## config.mk

```make
export PLATFORM = sky130hd
export DESIGN_NAME = thermal_sensor_calibrate_convert
export DESIGN_NICKNAME = d
export VERILOG_FILES = /design/src/hdl/tscc_pkg.sv /design/src/hdl/thermal_sensor_calibrate_convert.sv
export SDC_FILE = /design/constraint.sdc
export NUM_CORES = 2
export LEC_CHECK = 0
export BUFFER_PORTS_ARGS = -buffer_cell sky130_fd_sc_hd__buf_4
export CORE_MARGIN = 2
export CORE_UTILIZATION = 35
export CTS_CLUSTER_DIAMETER = 100
export CTS_CLUSTER_SIZE = 12
export DETAILED_ROUTE_END_ITERATION = 16
export PLACE_DENSITY = 0.59
export SLEW_MARGIN = 5
export SYNTH_ARGS = -nofsm -noshare
export SYNTH_HDL_FRONTEND = slang
export SYNTH_SLANG_ARGS = --single-unit
```

## constraint.sdc

```tcl
create_clock -name clock -period 19.35 [get_ports clock]
set_input_delay 2.9025 -clock clock [delete_from_list [all_inputs] [get_ports clock]]
set_output_delay 2.9025 -clock clock [all_outputs]
set_load 0.01 [all_outputs]
```

## src/hdl/tscc_pkg.sv

```systemverilog
// ---------------------------------------------------------------------------
// Thermal sensor calibrate and convert: shared definitions
// Transfer types, register indices, command and status codes, and the
// factory default first calibration point of each sensor.
// ---------------------------------------------------------------------------
package tscc_pkg;

   localparam int SENSOR_COUNT_DEFAULT = 11;

   // Configuration register indices.
   localparam logic [1:0] CSR_CAL_MODE = 2'd0;
   localparam logic [1:0] CSR_BASE_ONE = 2'd1;
   localparam logic [1:0] CSR_BASE_TWO = 2'd2;

   // Calibration modes; every other code selects the factory defaults.
   localparam logic [2:0] MODE_ONE_POINT     = 3'd1;
   localparam logic [2:0] MODE_ONE_POINT_ALT = 3'd2;
   localparam logic [2:0] MODE_TWO_POINT     = 3'd3;

   localparam logic CMD_CALIBRATE = 1'b0;
   localparam logic CMD_CONVERT   = 1'b1;

   localparam logic [1:0] STATUS_CONVERTED  = 2'd0;
   localparam logic [1:0] STATUS_CALIBRATED = 2'd1;
   localparam logic [1:0] STATUS_ZERO_SLOPE = 2'd2;

   // Second calibration point used in one-point mode and when no fuse calibration is present.
   localparam logic [10:0] DEFAULT_POINT_TWO = 11'd780;

   // Two-point slope is (p2 - p1) * 1000 / 90.
   localparam logic [31:0] TWO_POINT_SPAN = 32'd90;

   typedef struct packed {
      logic        cmd;
      logic [3:0]  sensor_index;
      logic [5:0]  raw_point_one;
      logic [5:0]  raw_point_two;
      logic [15:0] given_slope;
      logic [9:0]  sensor_code;
   } req_type;

   typedef struct packed {
      logic signed [31:0] temperature;
      logic [1:0]         status;
   } rsp_type;

   function automatic logic [10:0] default_point_one(input logic [3:0] index);
      logic [10:0] point;
      unique case (index)
         4'd0:    point = 11'd502;
         4'd1:    point = 11'd509;
         4'd2:    point = 11'd503;
         4'd3:    point = 11'd509;
         4'd4:    point = 11'd505;
         4'd5:    point = 11'd509;
         4'd6:    point = 11'd507;
         4'd7:    point = 11'd510;
         4'd8:    point = 11'd508;
         4'd9:    point = 11'd509;
         4'd10:   point = 11'd508;
         default: point = 11'd0;
      endcase
      return point;
   endfunction

endpackage

```

## src/hdl/thermal_sensor_calibrate_convert.sv

```systemverilog
// ---------------------------------------------------------------------------
// Thermal sensor calibrate and convert
// Per-sensor linear calibration store and conversion of a ten-bit sensor
// code to degrees C, built around one shared 32-bit signed divider.
// ---------------------------------------------------------------------------
// Usage: an item is transferred on req_data at a clock edge where start is
// high and busy is low. A calibrate command stores a slope and an offset for
// the addressed sensor; a convert command turns sensor_code into degrees C.
// Exactly one result follows each item: rsp_valid is high for one cycle with
// rsp_data, and the receiver must take it then, as it cannot stall.
// A calibrate outside two-point mode passes SETUP and OFFSET; a zero-slope
// convert or a calibrate of an index past the last sensor ends in SETUP;
// a two-point calibrate passes SETUP, PREP, DIV, FINISH and OFFSET, a normal
// convert SETUP, ROUND, PREP, DIV and FINISH. The restoring divider in DIV
// retires one quotient bit a cycle for all 32 bits. busy is high for the
// whole item, so one item is in work at a time; the next may be transferred
// in the cycle the strobe shows. The user must write cal_mode, base_one and
// base_two through the csr_ port only while busy is low; the block does not
// enforce this. Synchronous reset clears the registers and every stored
// slope and offset, so an uncalibrated sensor reads as zero slope.
// ---------------------------------------------------------------------------
module thermal_sensor_calibrate_convert #(
   parameter int SENSOR_COUNT = tscc_pkg::SENSOR_COUNT_DEFAULT
) (
   input  logic              clock,
   input  logic              reset,
   input  logic              start,
   output logic              busy,
   input  tscc_pkg::req_type req_data,
   output logic              rsp_valid,
   output tscc_pkg::rsp_type rsp_data,
   input  logic              csr_write_enable,
   input  logic [1:0]        csr_index,
   input  logic [7:0]        csr_write_data
);
   import tscc_pkg::*;

   localparam int IDX_W = (SENSOR_COUNT > 1) ? $clog2(SENSOR_COUNT) : 1;

   typedef enum logic [6:0] {
      ST_IDLE   = 7'b0000001,
      ST_SETUP  = 7'b0000010,
      ST_ROUND  = 7'b0000100,
      ST_PREP   = 7'b0001000,
      ST_DIV    = 7'b0010000,
      ST_FINISH = 7'b0100000,
      ST_OFFSET = 7'b1000000
   } state_type;

   function automatic logic [31:0] times_1000(input logic [31:0] x);
      return (x << 10) - (x << 5) + (x << 3);
   endfunction

   function automatic logic [31:0] times_30(input logic [31:0] x);
      return (x << 5) - (x << 1);
   endfunction

   function automatic logic [31:0] magnitude(input logic [31:0] x);
      return x[31] ? (32'd0 - x) : x;
   endfunction

   state_type   state_ff, state_in;
   req_type     req_ff;
   logic [2:0]  cal_mode_ff;
   logic [7:0]  base_one_ff;
   logic [7:0]  base_two_ff;
   logic [31:0] slope_tbl_ff  [SENSOR_COUNT];
   logic [31:0] offset_tbl_ff [SENSOR_COUNT];

   logic [31:0] num_ff, num_in;
   logic [31:0] den_ff, den_in;
   logic [31:0] p1k_ff, p1k_in;
   logic [31:0] rem_ff, rem_in;
   logic [31:0] quo_ff, quo_in;
   logic [31:0] dvs_ff, dvs_in;
   logic        neg_ff, neg_in;
   logic [4:0]  cnt_ff, cnt_in;
   logic        rsp_valid_ff, rsp_valid_in;
   rsp_type     rsp_data_ff, rsp_data_in;

   logic             accept;
   logic             in_range;
   logic [IDX_W-1:0] idx;
   logic [10:0]      point_one;
   logic [10:0]      point_two;
   logic [31:0]      point_diff;
   logic [31:0]      stored_slope;
   logic [31:0]      half_den;
   logic [32:0]      shifted;
   logic [32:0]      trial;
   logic [31:0]      quotient;
   logic             tbl_we;
   logic [31:0]      tbl_offset;

   assign busy      = (state_ff != ST_IDLE);
   assign accept    = start && !busy;
   assign rsp_valid = rsp_valid_ff;
   assign rsp_data  = rsp_data_ff;

   assign in_range     = ({28'd0, req_ff.sensor_index} < 32'(SENSOR_COUNT));
   assign idx          = req_ff.sensor_index[IDX_W-1:0];
   assign stored_slope = in_range ? slope_tbl_ff[idx] : 32'd0;

   // Calibration points from the fuse offsets and the shared bases, or the factory defaults.
   always_comb begin
      priority if (cal_mode_ff == MODE_ONE_POINT) begin
         point_one = {5'd0, req_ff.raw_point_one} + {1'b0, base_one_ff, 2'b11};
         point_two = DEFAULT_POINT_TWO;
      end else if (cal_mode_ff == MODE_ONE_POINT_ALT ||
                   cal_mode_ff == MODE_TWO_POINT) begin
         point_one = {({3'd0, req_ff.raw_point_one} + {1'b0, base_one_ff}), 2'b11};
         point_two = {({3'd0, req_ff.raw_point_two} + {1'b0, base_two_ff}), 2'b11};
      end else begin
         point_one = default_point_one(req_ff.sensor_index);
         point_two = DEFAULT_POINT_TWO;
      end
   end

   assign point_diff = {21'd0, point_two} - {21'd0, point_one};

   // Half the divisor, truncated towards zero.
   assign half_den = $signed(den_ff + {31'd0, den_ff[31]}) >>> 1;

   assign shifted  = {rem_ff, quo_ff[31]};
   assign trial    = shifted - {1'b0, dvs_ff};
   assign quotient = neg_ff ? (32'd0 - quo_ff) : quo_ff;

   assign tbl_offset = p1k_ff - times_30(den_ff);

   always_comb begin
      state_in     = state_ff;
      num_in       = num_ff;
      den_in       = den_ff;
      p1k_in       = p1k_ff;
      rem_in       = rem_ff;
      quo_in       = quo_ff;
      dvs_in       = dvs_ff;
      neg_in       = neg_ff;
      cnt_in       = cnt_ff;
      rsp_valid_in = 1'b0;
      rsp_data_in  = rsp_data_ff;
      tbl_we       = 1'b0;

      unique case (state_ff)
         ST_IDLE: begin
            if (accept) begin
               state_in = ST_SETUP;
            end
         end
         ST_SETUP: begin
            if (req_ff.cmd == CMD_CALIBRATE) begin
               p1k_in = times_1000({21'd0, point_one});
               if (!in_range) begin
                  rsp_valid_in            = 1'b1;
                  rsp_data_in.temperature = '0;
                  rsp_data_in.status      = STATUS_CALIBRATED;
                  state_in                = ST_IDLE;
               end else if (cal_mode_ff == MODE_TWO_POINT) begin
                  num_in   = times_1000(point_diff);
                  den_in   = TWO_POINT_SPAN;
                  state_in = ST_PREP;
               end else begin
                  den_in   = {16'd0, req_ff.given_slope};
                  state_in = ST_OFFSET;
               end
            end else begin
               if (stored_slope == 32'd0) begin
                  rsp_valid_in            = 1'b1;
                  rsp_data_in.temperature = '0;
                  rsp_data_in.status      = STATUS_ZERO_SLOPE;
                  state_in                = ST_IDLE;
               end else begin
                  den_in   = stored_slope;
                  num_in   = times_1000({22'd0, req_ff.sensor_code}) - offset_tbl_ff[idx];
                  state_in = ST_ROUND;
               end
            end
         end
         ST_ROUND: begin
            // Round half away from zero ahead of the truncating divide, when the slope is positive.
            priority if (num_ff == 32'd0) begin
               num_in = 32'd0;
            end else if (num_ff[31]) begin
               num_in = num_ff - half_den;
            end else begin
               num_in = num_ff + half_den;
            end
            state_in = ST_PREP;
         end
         ST_PREP: begin
            rem_in   = 32'd0;
            quo_in   = magnitude(num_ff);
            dvs_in   = magnitude(den_ff);
            neg_in   = num_ff[31] ^ den_ff[31];
            cnt_in   = 5'd0;
            state_in = ST_DIV;
         end
         ST_DIV: begin
            if (!trial[32]) begin
               rem_in = trial[31:0];
               quo_in = {quo_ff[30:0], 1'b1};
            end else begin
               rem_in = shifted[31:0];
               quo_in = {quo_ff[30:0], 1'b0};
            end
            cnt_in = cnt_ff + 5'd1;
            if (cnt_ff == 5'd31) begin
               state_in = ST_FINISH;
            end
         end
         ST_FINISH: begin
            if (req_ff.cmd == CMD_CALIBRATE) begin
               den_in   = quotient;
               state_in = ST_OFFSET;
            end else begin
               rsp_valid_in            = 1'b1;
               rsp_data_in.temperature = quotient;
               rsp_data_in.status      = STATUS_CONVERTED;
               state_in                = ST_IDLE;
            end
         end
         ST_OFFSET: begin
            tbl_we                  = 1'b1;
            rsp_valid_in            = 1'b1;
            rsp_data_in.temperature = '0;
            rsp_data_in.status      = STATUS_CALIBRATED;
            state_in                = ST_IDLE;
         end
         default: begin
            state_in = ST_IDLE;
         end
      endcase
   end

   always_ff @(posedge clock) begin
      if (reset) begin
         state_ff     <= ST_IDLE;
         rsp_valid_ff <= 1'b0;
         cal_mode_ff  <= '0;
         base_one_ff  <= '0;
         base_two_ff  <= '0;
         for (int i = 0; i < SENSOR_COUNT; i++) begin
            slope_tbl_ff[i]  <= '0;
            offset_tbl_ff[i] <= '0;
         end
      end else begin
         state_ff     <= state_in;
         rsp_valid_ff <= rsp_valid_in;
         if (csr_write_enable) begin
            unique case (csr_index)
               CSR_CAL_MODE: cal_mode_ff <= csr_write_data[2:0];
               CSR_BASE_ONE: base_one_ff <= csr_write_data;
               CSR_BASE_TWO: base_two_ff <= csr_write_data;
               default: begin
               end
            endcase
         end
         if (tbl_we) begin
            slope_tbl_ff[idx]  <= den_ff;
            offset_tbl_ff[idx] <= tbl_offset;
         end
      end
   end

   always_ff @(posedge clock) begin
      if (accept) begin
         req_ff <= req_data;
      end
      num_ff      <= num_in;
      den_ff      <= den_in;
      p1k_ff      <= p1k_in;
      rem_ff      <= rem_in;
      quo_ff      <= quo_in;
      dvs_ff      <= dvs_in;
      neg_ff      <= neg_in;
      cnt_ff      <= cnt_in;
      rsp_data_ff <= rsp_data_in;
   end

endmodule
```

# After elaboration in Yosys (flattened, before gate mapping)
# Memory sizes are Yosys's and may differ from the RTL's. A register that Yosys moved wholly into a read port is not among the register bits.
# Index checks and enable logic that the tools add are counted.
[classes]
n_addsub = 21
order_cmp = 1
eq_ne = 23
muxes = 59
n_bitwise = 2
reduce_logical = 20
[ops]
columns = ["cell", "count"]
rows = [
  ["$mux 32", 16],
  ["$pmux 32 s2", 4],
  ["$mux 34", 4],
  ["$sub 32x32->32", 4],
  ["$pmux 34 s3", 1],
  ["$sub 1x32->32 const A", 3],
  ["$logic_not 32->1", 2],
  ["$reduce_or 32->1", 2],
  ["$mux 11", 4],
  ["$mux 7", 6],
  ["$pmux 7 s6", 1],
  ["$sub 33x32->33", 1],
  ["$add 32x1->32", 1],
  ["$add 32x32->32", 1],
  ["$mux 31", 1],
  ["$add 23x15->24", 1],
  ["$add 22x15->23", 1],
  ["$sub 22x17->23", 1],
  ["$add 21x14->22", 1],
  ["$sub 21x16->22", 1],
  ["$sub 20x15->21", 1],
  ["$mux 4", 5],
  ["$add 6x8->9", 2],
  ["$mux 16", 1],
  ["other kinds (33)", 61],
]
[word_totals]
ff_bits = 302
mem_bits_rw = 704
rom_bits = 144
inputBits = 57
out_inout_bits = 36
wordCells = 151
n_memories = 3
[memory_table]
columns = ["name", "depth", "width", "read_ports", "rd_ports_with_merged_regs", "write_ports", "line_no", "text"]
rows = [
  ["offset_tbl_ff", 11, 32, 1, 1, 11, "thermal_sensor_calibrate_convert.sv:68", "logic [31:0] offset_tbl_ff [SENSOR_COUNT];"],
  ["slope_tbl_ff", 11, 32, 1, 1, 11, "thermal_sensor_calibrate_convert.sv:67", "logic [31:0] slope_tbl_ff [SENSOR_COUNT];"],
  ["(name not given)", 16, 9, 1, 1, 0, "tscc_pkg.sv:49", "unique case (index)"],
]

# Logic depth before layout (Yosys ltp)
[logic_depth]
word_depth = 11
ltp_mapped = 31
ltp_nobuf = 30

# Worst setup path after synthesis
# No wires, ideal clock.
[synth_timing]
path_type = "input-to-reg"
startpoint = "in reset"
endpoint = "mem offset_tbl_ff[13][10] (enable)"
setup_time_ns = 0.571
arrival_ns = 8.309
required_ns = 18.779
path_slack_ns = 10.470
stages = 5
n_path_buf = 2
cell_sequence = "nor2_1 -> clkbuf_1 -> clkbuf_1 -> nand3_1 -> nor3b_1"
[synth_lines]
columns = ["element", "line_no", "text"]
rows = [
  ["start: declaration", "thermal_sensor_calibrate_convert.sv:26", "input logic reset,"],
  ["end: declaration", "thermal_sensor_calibrate_convert.sv:68", ""],
]

# Final worst setup path
[layout_timing]
startpoint = "reg cal_mode_ff[2]"
endpoint = "reg num_ff[24] (data pin)"
[layout_between]
elab_chain_len = 11
elab_cells_between_ends = 15
classes_between = "3 x add/sub; 3 x eq/ne; 8 x mux; 1 x reduce/logical"
[layout_rtl]
columns = ["element", "line_no", "text"]
rows = [
  ["start: declaration", "thermal_sensor_calibrate_convert.sv:64", "logic [2:0] cal_mode_ff;"],
  ["start signal: assignment", "thermal_sensor_calibrate_convert.sv:251", "CSR_CAL_MODE: cal_mode_ff <= csr_write_data[2:0];"],
  ["$eq 3x2->1, on equally long branches", "thermal_sensor_calibrate_convert.sv:109, thermal_sensor_calibrate_convert.sv:110", ""],
  ["$logic_or 1x1->1", "thermal_sensor_calibrate_convert.sv:109", "end else if (cal_mode_ff == MODE_ONE_POINT_ALT ||"],
  ["$mux 11", "thermal_sensor_calibrate_convert.sv:109", ""],
  ["$mux 11", "thermal_sensor_calibrate_convert.sv:106", "priority if (cal_mode_ff == MODE_ONE_POINT) begin"],
  ["$sub 11x11->12 *", "thermal_sensor_calibrate_convert.sv:119", "assign point_diff = {21'd0, point_two} - {21'd0, point_one};"],
  ["$sub 22x17->23", "thermal_sensor_calibrate_convert.sv:51", "return (x << 10) - (x << 5) + (x << 3);"],
  ["$add 23x15->24 *", "thermal_sensor_calibrate_convert.sv:51", ""],
  ["$mux 32 *", "thermal_sensor_calibrate_convert.sv:158", "end else if (cal_mode_ff == MODE_TWO_POINT) begin"],
  ["$mux 32 *", "thermal_sensor_calibrate_convert.sv:153", "if (!in_range) begin"],
  ["$mux 32 *", "thermal_sensor_calibrate_convert.sv:151", "if (req_ff.cmd == CMD_CALIBRATE) begin"],
  ["$pmux 32 s2 *", "thermal_sensor_calibrate_convert.sv:144", "unique case (state_ff)"],
  ["net num_in[24]", "thermal_sensor_calibrate_convert.sv:70", "logic [31:0] num_ff, num_in;"],
  ["end signal: assignment", "thermal_sensor_calibrate_convert.sv:269", "num_ff <= num_in;"],
  ["end: declaration", "thermal_sensor_calibrate_convert.sv:70", ""],
]
# Mark *: on every way through the listed nets, which the timed path passes. The rest lies on a longest branch. The select of a mux whose other input is x is not followed.
# A chain may end at the register's enable or synchronous reset.

==> metrics <==
Die Wd 442 um; 1st-pass router iterations 6; TritonCTS Buffers 120; RSZ-0062 raised after global routing false; CP required 19.82 ns; top post-synthesis cells by area edfxtp_1 53%, mux4_2 10%, nor2_1 4.7%; initial DRC count 4890; maximum level of the CTS H-tree 3; critical path startpoint category flop; Tmin final 7.11 ns; clock root cell clkbuf_16; crit path DAT 7.58 ns; initial antenna violation count 4; Synth cell types 87; power density over the cells 93.7 nW/um^2; Avg Inst Size Synth 12.4 um^2; pre-CTS setup slack 12.35 ns; Die H 442 um; EDFF count, synth 1193; Synth Cell Area 67100 um^2; DRC violations left 0; final setup skew 0.0773 ns; Static Leak 27.2 nW; Final setup viols 0; critical path fanouts, max 15; Reg power frac 45.9%; vias per cell 5.60; post-synthesis adder-cell area fraction 5.20%; gr usage total 20.1%; grt ovf 0; P&R area growth vs syn 10.3%; P_int 4.92 mW; clk sinks 1291; Post-synth top flop edfxtp_1; share of layout cells above drive strength 1 12.4%; CP Class flop to flop; Final WS setup 12.24 ns; Combinational Power Share 21.2%; CTS resizes 0; critical path capture point type flop; Seq cells post-synth 1291; clock buffer depth 3; CTS tree done; HPWL after DPL 137000 um; max-cap violations 0; worst-margin pin slew 1.20 ns; core area 190000 um^2; io pins 93; DRT antenna net count 0; P_sw 2.01 mW; Synth Area in Compound Gates 8.67%; # rows 160; routability cong. 0.924; full die area 195000 um^2; Setup TNS 0 ns; initial core utilization 35.3%; Buffers & Inverters on Critical Path 4; fill cell count 17899; final WL 200000 um; Slew headroom 19.0%; Crit path largest cell delay 0.63 ns; pin count of the biggest net entering global routing 70; period utilization 36.7%; Warnings, synthesis 0; slowest stage cell, crit path nor4_1; fmax 141 MHz; vias in the first global route 43597; synthesized instance count 5413; post-synthesis xor/xnor area fraction 4.03%; final hold vios 0; first-pass GRT wire length 295000 um; status finished clean; Pins Over Slew Limit 0; clk slew on worst S/H paths 0.07 ns; sequential share of the synthesized area 56.3%; multiplexer share of the synthesized area 11.0%; top cell type by total area after synthesis edfxtp_1; Final nets 5687; maximum vdd drop 0.0775 mV; Post CTS Setup Buffer Count 0; Async S/R FF share, synth 0%; min-delay worst type flop to flop; Yosys top cell area share 53.4%; hold_buf cts 0; Top delay family on crit path simple AND/OR/NAND/NOR gates; most common cell in the synthesized netlist edfxtp_1; largest family of logic cells by synthesized area simple AND/OR/NAND/NOR gates; Vias 44769; commonest cells in the netlist 1193 x edfxtp_1, 842 x nor2_1, 337 x inv_1, 308 x mux4_2, 283 x nand2_1; crit-path cells nand2b_1 -> inv_1 -> nor2_1 -> a31oi_1 -> nor4_1 -> inv_1 -> ha_1 -> a21boi_0 -> o21ai_0 -> a21bo_2 -> and4b_1 -> or3_1 -> inv_1 -> fa_1 -> inv_1 -> ha_1 -> nand2_1 -> a211oi_1 -> o2111ai_1 -> nand4_1 -> nand2_1 -> a211oi_1 -> o31ai_1; Clock Power Share 33.0%; Port Buf Inserts 92; average wire per standard cell 25.0 um; syn nets 5727; most used cell, CP inv_1; clock latency on the worst-skew pair 0.81 ns; Sw Ratio 29.0%; post-synthesis simple-gate area fraction 11.0%
==> flip-flops by register name, indices dropped and copies added, names as in the netlist, 3 cells and up, named ones only <==
signal,count
num_ff,32
base_one_ff,8
cal_mode_ff,3
cnt_ff,5
p1k_ff,20
idx,4
rsp_data,34
den_ff,32
req_ff,39
dvs_ff,32
offset_tbl_ff,494
state_ff,7
quo_ff,32
slope_tbl_ff,498
rem_ff,32
base_two_ff,8
==> final timing paths <==
path                                            from                                 end  slack (ns)  cells past startpoint
hold reg to reg   offset_tbl_ff[10][24]$_SDFFE_PP0P_  offset_tbl_ff[10][24]$_SDFFE_PP0P_        0.46                      2
setup reg to reg         cal_mode_ff[2]$_SDFFE_PP0P_                num_ff[24]$_DFFE_PP_       12.24                     23
setup / recovery         cal_mode_ff[2]$_SDFFE_PP0P_                num_ff[24]$_DFFE_PP_       12.24                     23
hold / removal    offset_tbl_ff[10][24]$_SDFFE_PP0P_  offset_tbl_ff[10][24]$_SDFFE_PP0P_        0.46                      2
==> cell usage in the layout, fill, tap and decap left out, types with 122 or more instances in the layout <==
master and instances:
a21oi_1 256, buf_4 151, edfxtp_1 1193, ha_1 220, inv_1 336, mux4_2 308, nand2_1 273, nor2_1 838
o21ai_0 213, xnor2_1 187, xor2_1 122
==> logic make-up after synthesis <==
| logic type | count (synthesis) |
|---|---|
| muxes | 352 |
| AOI/OAI and AO/OA | 913 |
| xor gates and xnor gates | 309 |
| and+or+nand+nor | 1640 |
| buffers and inverters | 651 |
| DFF | 1291 |
| adders and majority gates | 257 |
==> per-layer routing <==
layer | track usage (%) | wire (um) | up-vias
li1 | - | - | 19941
met1 | 27.9 | 85300 | 22799
met2 | 32.1 | 93100 | 1743
met3 | 3.12 | 14400 | 284
met4 | 6.60 | 6720 | 2
met5 | 0 | 13 | -
==> final cells by class <==
| class | instances | area [um^2] | share of cell area, % |
|---|---|---|---|
| clock inverter | 15 | 258 | 0.348 |
| sequential | 1291 | 37800 | 51.1 |
| antenna | 5 | 12.5 | 0.0169 |
| timing repair buffer | 152 | 1150 | 1.56 |
| tap | 2511 | 3140 | 4.24 |
| inverter | 337 | 1260 | 1.71 |
| multi-input combinational | 3471 | 27000 | 36.5 |
| clock buffer | 209 | 3370 | 4.55 |
==> tightest hold or removal path: stages (launching register included) <==
cell,delay [ns]
dfxtp_1,0.31
nand2_1,0.05
a21oi_1,0.05
==> power by group through the flow <==
stage | sequential [mW] | combinational, mW | clock [mW]
3_3_place_gp | 3.24 | 1.45 | 0
5_1_grt | 3.19 | 1.60 | 2.42
2_1_floorplan | 3.20 | 1.04 | 0
6_report | 3.18 | 1.47 | 2.29
4_1_cts | 3.18 | 1.46 | 2.33
3_5_place_dp | 3.24 | 1.45 | 0
==> through the flow <==
stage | area (um^2) | hold WS (ns) | total power [mW] | util, % | std cells
after floorplan | 67100 | 0.429 | 4.24 | - | 5413
after global placement | 70400 | 0.448 | 4.69 | 37.0 | 7762
after detailed placement | 70400 | 0.449 | 4.69 | 37.0 | 7762
after CTS | 74000 | 0.457 | 6.97 | 38.9 | 7986
after global routing | 74000 | 0.472 | 7.20 | 38.9 | 7988
final | 74000 | 0.459 | 6.93 | 38.9 | 7991
(Power assumes the default switching activity.)
